`config.mk`:
```
export PLATFORM = sky130hd
export DESIGN_NAME = dns_name_label_decoder
export DESIGN_NICKNAME = d
export VERILOG_FILES = /design/src/hw/rtl/dnld_pkg.sv /design/src/hw/rtl/dns_name_label_decoder.sv /design/src/hw/rtl/dnld_core.sv /design/src/hw/rtl/dnld_out_queue.sv
export SDC_FILE = /design/constraint.sdc
export NUM_CORES = 1
export LEC_CHECK = 0
export ABC_CLOCK_PERIOD_IN_PS = 8300
export BUFFER_PORTS_ARGS = -buffer_cell sky130_fd_sc_hd__buf_2
export CAP_MARGIN = 20
export CORE_AREA = 2 2 157 121
export DETAILED_ROUTE_END_ITERATION = 10
export DIE_AREA = 0 0 159 123
export SYNTH_ARGS = -nofsm -noshare
export SYNTH_HDL_FRONTEND = slang
export SYNTH_SLANG_ARGS = --single-unit
export TNS_END_PERCENT = 20
```
`constraint.sdc`:
```
create_clock -name clk -period 8.3 [get_ports clk]
set_clock_uncertainty 0.2 [all_clocks]
set_input_delay 1.66 -clock clk [delete_from_list [all_inputs] [get_ports clk]]
set_output_delay 1.66 -clock clk [all_outputs]
set_load 0.01 [all_outputs]
```
`src/hw/rtl/dnld_pkg.sv`:
```
`default_nettype none
package dnld_pkg;

    localparam logic [6:0] MAX_LABELS            = 7'd64;
    localparam logic [7:0] TOP_BITS              = 8'hC0;
    localparam logic [7:0] DOT_CHAR              = 8'h2E;
    localparam logic [7:0] MAX_NAME_LENGTH_RESET = 8'd253;
    localparam int         QUEUE_DEPTH           = 4;
    localparam int         QUEUE_PTR_W           = $clog2(QUEUE_DEPTH);

    typedef enum logic [1:0] {
        PH_IDLE  = 2'd0,
        PH_LEN   = 2'd1,
        PH_LABEL = 2'd2
    } phase_t;

    typedef enum logic [1:0] {
        KIND_CHAR = 2'd0,
        KIND_DONE = 2'd1,
        KIND_ERR  = 2'd2
    } kind_t;

    typedef struct packed {
        logic [7:0] byte_value;
        logic       first_byte;
        logic       packet_end;
    } in_item_t;

    typedef struct packed {
        kind_t      kind;
        logic [7:0] char_value;
        logic [7:0] name_length;
        logic       run_last;
    } out_item_t;

    // results produced by one decoded byte, in order
    typedef struct packed {
        logic [1:0] count;
        out_item_t  res0;
        out_item_t  res1;
    } push_t;

endpackage
`default_nettype wire

```
`src/hw/rtl/dns_name_label_decoder.sv`:
```
`default_nettype none
// path: a byte is held in the input register, decoded combinationally and its results written into
// the result queue when the queue has room; results are output from the head of the queue
// throughput: one byte per cycle while the 4-entry result queue has two free entries; a byte can give two results,
// the queue drains one result per cycle while out_ready is high, so the sustained rate follows the output side
// reset: phase idle, counters zero, max_name_length 253, queue empty; no clearing pass
module dns_name_label_decoder (
    input  wire logic                clk,
    input  wire logic                rst_n,
    input  wire logic                cfg_valid,
    output logic                     cfg_ready,
    input  wire logic [7:0]          cfg_data,
    input  wire logic                in_valid,
    output logic                     in_ready,
    input  wire dnld_pkg::in_item_t  in_data,
    output logic                     out_valid,
    input  wire logic                out_ready,
    output dnld_pkg::out_item_t      out_data
);
    import dnld_pkg::*;

    logic     in_valid_reg;
    in_item_t in_item_reg;
    logic     room;
    logic     take;
    push_t    push;

    assign cfg_ready = 1'b1;
    assign take      = in_valid_reg && room;
    assign in_ready  = !in_valid_reg || take;

    always_ff @(posedge clk or negedge rst_n)
    begin
        if (!rst_n)
        begin
            in_valid_reg <= 1'b0;
        end
        else if (in_ready)
        begin
            in_valid_reg <= in_valid;
        end
    end

    always_ff @(posedge clk)
    begin
        if (in_ready && in_valid)
        begin
            in_item_reg <= in_data;
        end
    end

    dnld_core u_core (
        .clk       (clk),
        .rst_n     (rst_n),
        .cfg_write (cfg_valid && cfg_ready),
        .cfg_data  (cfg_data),
        .take      (take),
        .item      (in_item_reg),
        .push      (push)
    );

    dnld_out_queue u_queue (
        .clk       (clk),
        .rst_n     (rst_n),
        .push      (push),
        .room      (room),
        .out_valid (out_valid),
        .out_ready (out_ready),
        .out_data  (out_data)
    );

endmodule
`default_nettype wire

```
`src/hw/rtl/dnld_core.sv`:
```
`default_nettype none
module dnld_core (
    input  wire logic             clk,
    input  wire logic             rst_n,
    input  wire logic             cfg_write,
    input  wire logic [7:0]       cfg_data,
    input  wire logic             take,
    input  wire dnld_pkg::in_item_t item,
    output dnld_pkg::push_t       push
);
    import dnld_pkg::*;

    logic [7:0] max_name_length_reg;
    phase_t     phase_reg, phase_next;
    logic [5:0] left_reg, left_next;
    logic [7:0] chars_reg, chars_next;
    logic [6:0] labels_reg, labels_next;

    logic [7:0] limit;
    phase_t     ph_e;
    logic [7:0] cw_e;
    logic [6:0] ls_e;
    logic [5:0] left_e;
    logic       has_char;
    logic [7:0] char_byte;
    logic [7:0] char_len;
    logic       has_end;
    kind_t      end_kind;
    logic [7:0] end_len;
    logic [5:0] left_dec;
    logic [7:0] cw_inc;
    logic [6:0] ls_inc;

    assign limit = (max_name_length_reg != 8'd0) ? max_name_length_reg - 8'd1 : 8'd0;

    always_ff @(posedge clk or negedge rst_n)
    begin
        if (!rst_n)
        begin
            max_name_length_reg <= MAX_NAME_LENGTH_RESET;
            phase_reg           <= PH_IDLE;
            left_reg            <= '0;
            chars_reg           <= '0;
            labels_reg          <= '0;
        end
        else
        begin
            if (cfg_write)
            begin
                max_name_length_reg <= cfg_data;
            end
            if (take)
            begin
                phase_reg  <= phase_next;
                left_reg   <= left_next;
                chars_reg  <= chars_next;
                labels_reg <= labels_next;
            end
        end
    end

    always_comb
    begin
        // a first byte restarts the name
        ph_e   = item.first_byte ? PH_LEN : phase_reg;
        cw_e   = item.first_byte ? 8'd0 : chars_reg;
        ls_e   = item.first_byte ? 7'd0 : labels_reg;
        left_e = item.first_byte ? 6'd0 : left_reg;

        phase_next  = ph_e;
        left_next   = left_e;
        chars_next  = cw_e;
        labels_next = ls_e;

        has_char  = 1'b0;
        char_byte = item.byte_value;
        char_len  = 8'd0;
        has_end   = 1'b0;
        end_kind  = KIND_DONE;
        end_len   = 8'd0;
        cw_inc    = cw_e + 8'd1;
        left_dec  = left_e - 6'd1;
        ls_inc    = ls_e + 7'd1;

        case (ph_e)
            PH_LEN:
            begin
                if (cw_e >= limit || ls_e >= MAX_LABELS || item.byte_value == 8'd0
                    || (item.byte_value & TOP_BITS) != 8'd0)
                begin
                    has_end    = 1'b1;
                    end_kind   = KIND_DONE;
                    end_len    = cw_e;
                    phase_next = PH_IDLE;
                end
                else if (item.packet_end)
                begin
                    has_end    = 1'b1;
                    end_kind   = KIND_ERR;
                    end_len    = cw_e;
                    phase_next = PH_IDLE;
                end
                else
                begin
                    // dot between labels while room is left
                    if (cw_e != 8'd0 && cw_e < limit)
                    begin
                        has_char   = 1'b1;
                        char_byte  = DOT_CHAR;
                        char_len   = cw_inc;
                        chars_next = cw_inc;
                    end
                    left_next  = item.byte_value[5:0];
                    phase_next = PH_LABEL;
                end
            end
            PH_LABEL:
            begin
                if (cw_e < limit)
                begin
                    has_char   = 1'b1;
                    char_len   = cw_inc;
                    chars_next = cw_inc;
                end
                left_next = left_dec;
                if (left_dec == 6'd0)
                begin
                    labels_next = ls_inc;
                    if (chars_next >= limit || ls_inc >= MAX_LABELS)
                    begin
                        has_end    = 1'b1;
                        end_kind   = KIND_DONE;
                        end_len    = chars_next;
                        phase_next = PH_IDLE;
                    end
                    else if (item.packet_end)
                    begin
                        has_end    = 1'b1;
                        end_kind   = KIND_ERR;
                        end_len    = chars_next;
                        phase_next = PH_IDLE;
                    end
                    else
                    begin
                        phase_next = PH_LEN;
                    end
                end
                else if (item.packet_end)
                begin
                    has_end    = 1'b1;
                    end_kind   = KIND_ERR;
                    end_len    = chars_next;
                    phase_next = PH_IDLE;
                end
            end
            default:
            begin
                phase_next = PH_IDLE;
            end
        endcase
    end

    always_comb
    begin
        push = '0;
        if (has_char)
        begin
            push.res0.kind        = KIND_CHAR;
            push.res0.char_value  = char_byte;
            push.res0.name_length = char_len;
            push.res0.run_last    = !has_end;
            push.res1.kind        = end_kind;
            push.res1.char_value  = 8'd0;
            push.res1.name_length = end_len;
            push.res1.run_last    = 1'b1;
            push.count            = has_end ? 2'd2 : 2'd1;
        end
        else
        begin
            push.res0.kind        = end_kind;
            push.res0.char_value  = 8'd0;
            push.res0.name_length = end_len;
            push.res0.run_last    = 1'b1;
            push.res1             = push.res0;
            push.count            = has_end ? 2'd1 : 2'd0;
        end
        if (!take)
        begin
            push.count = 2'd0;
        end
    end

endmodule
`default_nettype wire

```
`src/hw/rtl/dnld_out_queue.sv`:
```
`default_nettype none
module dnld_out_queue (
    input  wire logic              clk,
    input  wire logic              rst_n,
    input  wire dnld_pkg::push_t   push,
    output logic                   room,
    output logic                   out_valid,
    input  wire logic              out_ready,
    output dnld_pkg::out_item_t    out_data
);
    import dnld_pkg::*;

    localparam logic [QUEUE_PTR_W:0] DEPTH_C = (QUEUE_PTR_W + 1)'(QUEUE_DEPTH);

    out_item_t              ent_reg [QUEUE_DEPTH];
    logic [QUEUE_PTR_W-1:0] wr_ptr_reg, rd_ptr_reg;
    logic [QUEUE_PTR_W:0]   count_reg, count_next;
    logic [QUEUE_PTR_W-1:0] wr_ptr_1;
    logic                   pop;

    assign out_valid = count_reg != '0;
    assign out_data  = ent_reg[rd_ptr_reg];
    assign pop       = out_valid && out_ready;
    // two free entries needed for the worst case of one byte
    assign room      = count_reg <= DEPTH_C - (QUEUE_PTR_W + 1)'(2);
    assign wr_ptr_1  = wr_ptr_reg + QUEUE_PTR_W'(1);

    always_comb
    begin
        count_next = count_reg + {{(QUEUE_PTR_W - 1){1'b0}}, push.count}
                     - {{QUEUE_PTR_W{1'b0}}, pop};
    end

    always_ff @(posedge clk or negedge rst_n)
    begin
        if (!rst_n)
        begin
            wr_ptr_reg <= '0;
            rd_ptr_reg <= '0;
            count_reg  <= '0;
        end
        else
        begin
            count_reg  <= count_next;
            wr_ptr_reg <= wr_ptr_reg + push.count[QUEUE_PTR_W-1:0];
            if (pop)
            begin
                rd_ptr_reg <= rd_ptr_reg + QUEUE_PTR_W'(1);
            end
        end
    end

    always_ff @(posedge clk)
    begin
        if (push.count != 2'd0)
        begin
            ent_reg[wr_ptr_reg] <= push.res0;
        end
        if (push.count == 2'd2)
        begin
            ent_reg[wr_ptr_1] <= push.res1;
        end
    end

endmodule
`default_nettype wire

```
; ---- Word-level counts from Yosys, hierarchy flattened
; Memory sizes are Yosys's and may differ from the RTL's.
; Index checks and enable logic that the tools add are counted.
[classes]
reduce_logical = 18
mul = 0
n_div = 0
addsub = 9
shifts = 0
n_lt_le_gt_ge = 6
n_bitwise = 0
n_eq_ne = 3
muxes = 61
[ops]
columns = op, n
row1 = $mux 8, 20
row2 = $pmux 8 s2, 3
row3 = $mux 40, 1
row4 = $mux 2, 12
row5 = $reduce_bool 8->1, 3
row6 = $mux 7, 3
row7 = $mux 6, 3
row8 = $ge 8x8->1, 2
row9 = $ge 7x7->1 const B, 2
row10 = $mux 1, 14
row11 = $pmux 6 s2, 1
row12 = $add 8x1->8 const B, 1
row13 = $logic_not 8->1, 1
row14 = $lt 8x8->1, 1
row15 = $pmux 2 s2, 2
row16 = $sub 8x1->8 const B, 1
row17 = $add 7x1->7 const B, 1
row18 = $logic_not 6->1, 1
row19 = $sub 6x1->6 const B, 1
row20 = $logic_or 1x1->1, 5
row21 = $add 2x1->2 const B, 2
row22 = $eq 2x2->1 const B, 2
row23 = $logic_and 1x1->1, 4
row24 = $pmux 1 s2, 2
row25 = 8 further kinds, 9
[word_totals]
romBits = 0
output_inout_bits = 22
latchBits = 0
ff_bits = 49
mem_bits_rw = 76
elab_cells = 110
n_memories = 1
input_bits = 23
[memory_table]
columns = name, depth, width, read_ports, rd_clocked_by_memory_dff, wr, line
row1 = u_queue.ent_reg, 4, 19, 1, 0, 2, dnld_out_queue.sv:15  ; out_item_t ent_reg [QUEUE_DEPTH];

; ---- Logic depth before layout (Yosys ltp)
[depth]
depth_word = 16
ltp_mapped = 29
mapped_depth_nobuf = 27

; ---- Cells and area by module
; From an unflattened synthesis, not the netlist that was laid out.
[unflattened]
cells_unflattened = 640
hier_area_um2 = 7836.3
[modules_own_cells]
columns = module, instances, area_each_um2, seq_area_each_um2, cells_per_inst
row1 = dnld_out_queue, 1, 4157.7, 2457.4, 224
row2 = dnld_core, 1, 3306.9, 784.5, 399
row3 = dns_name_label_decoder, 1, 371.6, 325.3, 17

; ---- Worst setup path after synthesis
; Ideal clock, no wire load.
[synth_path]
kind = register to register
from = register u_core.max_name_length_reg[0]
to = memory u_queue.ent_reg[0][0] in the netlist's numbering
required_time_ns = 7.963
path_buffers = 2
stages_incl_launch_ff = 28
path_slack_ns = 2.218
setup_ns = 0.137
t_arrival_ns = 5.745
synth_period_minus_slack_ns = 6.082
path_cell_list = dfstp_2 inv_1 ha_1 nand2b_1 nor4_1 xor2_1 nand2_1 ha_1 and3_1 o21ai_0 o21ai_1 inv_2 ha_1 ha_1 nand2b_1 a2111oi_0 o31ai_1 o211ai_2 a21oi_4 buf_4 or2_1 ha_1 buf_2 o21ai_1 nor3_1 a31oi_1 inv_2 a2bb2oi_1
[synth_lines]
columns = item, line
row1 = from (decl), dnld_core.sv:13  ; logic [7:0] max_name_length_reg;
row2 = from (signal assigned), dnld_core.sv:50  ; max_name_length_reg <= cfg_data;
row3 = to (decl), dnld_out_queue.sv:15

==> flow_metrics.env <==
export IMPL_p_sw_share_pct=35.7
export IMPL_dp_cells=958
export IMPL_layout_nets=787
export IMPL_ys_flop_type="edfxtp_1"
export IMPL_cts_hold_fix_buffers=0
export IMPL_detailed_place_hpwl_um=14400
export IMPL_pwr_share_comb_pct=30.2
export IMPL_portBuffers=43
export IMPL_layout_common_cells="90 x nand2_1, 50 x edfxtp_1, 49 x nor2_1"
export IMPL_hp_class="flip-flop to flip-flop"
export IMPL_firstDrtPassIters=8
export IMPL_synthCells=693
export IMPL_maxCapViolCount=0
export IMPL_totalNegativeSetupSlack_ps=0
export IMPL_synth_area_sq_um=7080
export IMPL_p_leak_nw=3.04
export IMPL_ir_worst_vdd_mv=0.180
export IMPL_start_util_pct=39.2
export IMPL_drive_above_1_share_pct=18.8
export IMPL_fmax_mhz=139
export IMPL_relSlewSlack_pct=28.0
export IMPL_clk_path_buf_depth=2
export IMPL_nFillCells=1719
export IMPL_cp_end_kind="flip-flop"
export IMPL_vias=5756
export IMPL_finalSetupViolations=0
export IMPL_insertion_delay_ps=430
export IMPL_fin_hold_ws_ps=251
export IMPL_coreArea_sq_um=18100
export IMPL_cts_root_buf="clkbuf_16"
export IMPL_routed_wl_um=19500
export IMPL_syn_nets=750
export IMPL_wl_per_cell_um=19.7
export IMPL_largest_reg_flops=76
export IMPL_cts_resized=0
export IMPL_die_y_um=123
export IMPL_tightest_slew_ps=1080
export IMPL_syn_avg_cell_area_sq_um=10.2
export IMPL_synth_area_leaders="edfxtp_1 21%, dfrtp_1 11%, dfxtp_1 10%"
export IMPL_required_ps=8390
export IMPL_die_w_um=159
export IMPL_min_period_ps=7190
export IMPL_fin_crit_sh_pct=86.6
export IMPL_synth_warnings=0
export IMPL_antenna_found_initial=0
export IMPL_p_sw_w=0.000797
export IMPL_area_growth_syn_to_layout_pct=14.5
export IMPL_rows=43
export IMPL_cts_tree="done"
export IMPL_gp_congestion=0.982
export IMPL_cp_max_fo=17
export IMPL_ant_nets=0
export IMPL_gr_usage_all_layers_pct=20.6
export IMPL_htreeDepth=4
export IMPL_synth_top_area_share_pct=21.2
export IMPL_drc=1
export IMPL_final_hold_viol_count=0
export IMPL_powerDensity_nw_per_um2=275
export IMPL_failed_checks="DRC"
export IMPL_synth_edf_count=50
export IMPL_post_cts_buffers=0
export IMPL_ys_ff_latch=125
export IMPL_grt_max_degree=40
export IMPL_io_pins=45
export IMPL_path_clk_slew_ps=60
export IMPL_die_area_sq_um=19600
export IMPL_n_antenna_cell=0
export IMPL_final_common_cell="nand2_1"
export IMPL_crit_arrival_ps=7280
export IMPL_cts_sinks=125
export IMPL_rsz0062_at_grt="false"
export IMPL_grt_pass1_wl_um=31100
export IMPL_p_clk_share_pct=32.5
export IMPL_power_frac_seq_pct=37.3
export IMPL_synthDistinctLibCells=69
export IMPL_dr_first_iter_drc_count=505
export IMPL_status="finished, violations left"
export IMPL_cts_made_buffers=17
export IMPL_synth_top_area_cell="edfxtp_1"
export IMPL_grt_pass1_vias=5438
export IMPL_finalPower_w=0.00223
export IMPL_start_kind="flip-flop"
export IMPL_fin_cells=990
export IMPL_routed_via_density=5.81
export IMPL_grt_overflow=0
export IMPL_async_reset_ff_share_pct=31.2
export IMPL_critical_path_class="flip-flop to flip-flop"
export IMPL_ys_seq_area_share_pct=45.3
export IMPL_intPower_w=0.00143
export IMPL_final_max_slew_violation_count=0
## critical path: stages (launching register included)
cell       delay [ps]
dfstp_2           400
nor4_1            460
nand3_1           320
nand2_1           190
ha_1              280
a211oi_1          200
and3_1            200
o21ai_1            80
buf_4             190
inv_2             140
ha_1              300
ha_1              280
nand2b_1          150
a2111oi_0         490
o31ai_1           190
o211ai_2          320
a21oi_4           190
or2_1             270
ha_1              400
o21ai_1           390
nor2_1            250
nor2_1            520
inv_1             400
nor2_1            190
a21oi_1            50
## metal layers
| metal | track usage [%] | up-vias | wire length (um) |
|---|---|---|---|
| li1 | - | 2661 | - |
| met1 | 30.4 | 2839 | 9390 |
| met2 | 30.4 | 234 | 8370 |
| met3 | 4.43 | 22 | 1470 |
| met4 | 6.14 | 0 | 288 |
| met5 | 0 | - | 0 |
## cells in the mapped netlist (all sizes together), types with 9 or more instances
cell type	instances
a21oi	21
a22o	21
buf	16
clkbuf	20
dfrtp	32
dfxtp	36
edfxtp	50
ha	33
inv	25
mux4	19
nand2	90
nand2b	9
nand3	13
nor2	49
nor2b	13
nor3	11
nor4	10
o21ai	57
o22ai	20
xnor2	18
xor2	13
## path summary, 6_finish.rpt
check | endpoint | startpoint | slack [ps] | cells past startpoint
max | u_queue.ent_reg[2][0]$_SDFFE_PP1P_ | u_core.max_name_length_reg[3]$_DFFE_PN1P_ | 1110 | 24
min | u_queue.ent_reg[0][11]$_SDFFE_PP0N_ | u_queue.ent_reg[0][11]$_SDFFE_PP0N_ | 250 | 2
max reg2reg | u_queue.ent_reg[2][0]$_SDFFE_PP1P_ | u_core.max_name_length_reg[3]$_DFFE_PN1P_ | 1110 | 24
min reg2reg | u_queue.ent_reg[0][11]$_SDFFE_PP0N_ | u_queue.ent_reg[0][11]$_SDFFE_PP0N_ | 250 | 2
max in group asynchronous | u_queue.count_reg[0]$_DFF_PN0_ | rst_n | 6120 | 1
min in group asynchronous | u_core.labels_reg[0]$_DFFE_PN0P_ | rst_n | 1190 | 1
## power groups by stage
| stage | registers (W) | clock network [W] | logic [W] |
|---|---|---|---|
| 6_report | 0.000831 | 0.000724 | 0.000674 |
| 2_1_floorplan | 0.000783 | 0 | 0.000517 |
| 5_1_grt | 0.000844 | 0.000765 | 0.000745 |
| 4_1_cts | 0.000830 | 0.000737 | 0.000674 |
| 3_3_place_gp | 0.000836 | 0 | 0.000670 |
| 3_5_place_dp | 0.000842 | 0 | 0.000673 |
## area by class of cell
| type | instances | area, sq um | share of cell area, % |
|---|---|---|---|
| Clock buffer | 21 | 504 | 6.22 |
| Clock inverter | 11 | 73.8 | 0.911 |
| Inverter | 25 | 93.8 | 1.16 |
| Multi-Input combinational cell | 507 | 3620 | 44.7 |
| Sequential cell | 125 | 3210 | 39.6 |
| Tap cell | 247 | 309 | 3.81 |
| Timing Repair Buffer | 54 | 298 | 3.67 |
## through the flow
| stage | worst slack (ps) | util, % | cell area, sq um |
|---|---|---|---|
| 2_1_floorplan | 2220 | - | 7080 |
| 3_3_place_gp | 1310 | 41.6 | 7530 |
| 3_5_place_dp | 1220 | 41.6 | 7530 |
| 4_1_cts | 1200 | 44.8 | 8110 |
| 5_1_grt | 568 | 44.8 | 8110 |
| 6_report | 1110 | 44.8 | 8110 |
## cell families after synthesis
kind of cell | after synthesis | synth area share (%)
simple gates | 224 | 15.0
compound gates | 189 | 18.6
flops | 125 | 45.3
buf+inv | 61 | 3.55
fa+ha+maj | 34 | 6.12
xor+xnor | 31 | 3.84
mux | 28 | 7.44
other cells | 1 | 0.0530
Note: power is estimated with default switching activity, not from simulation.
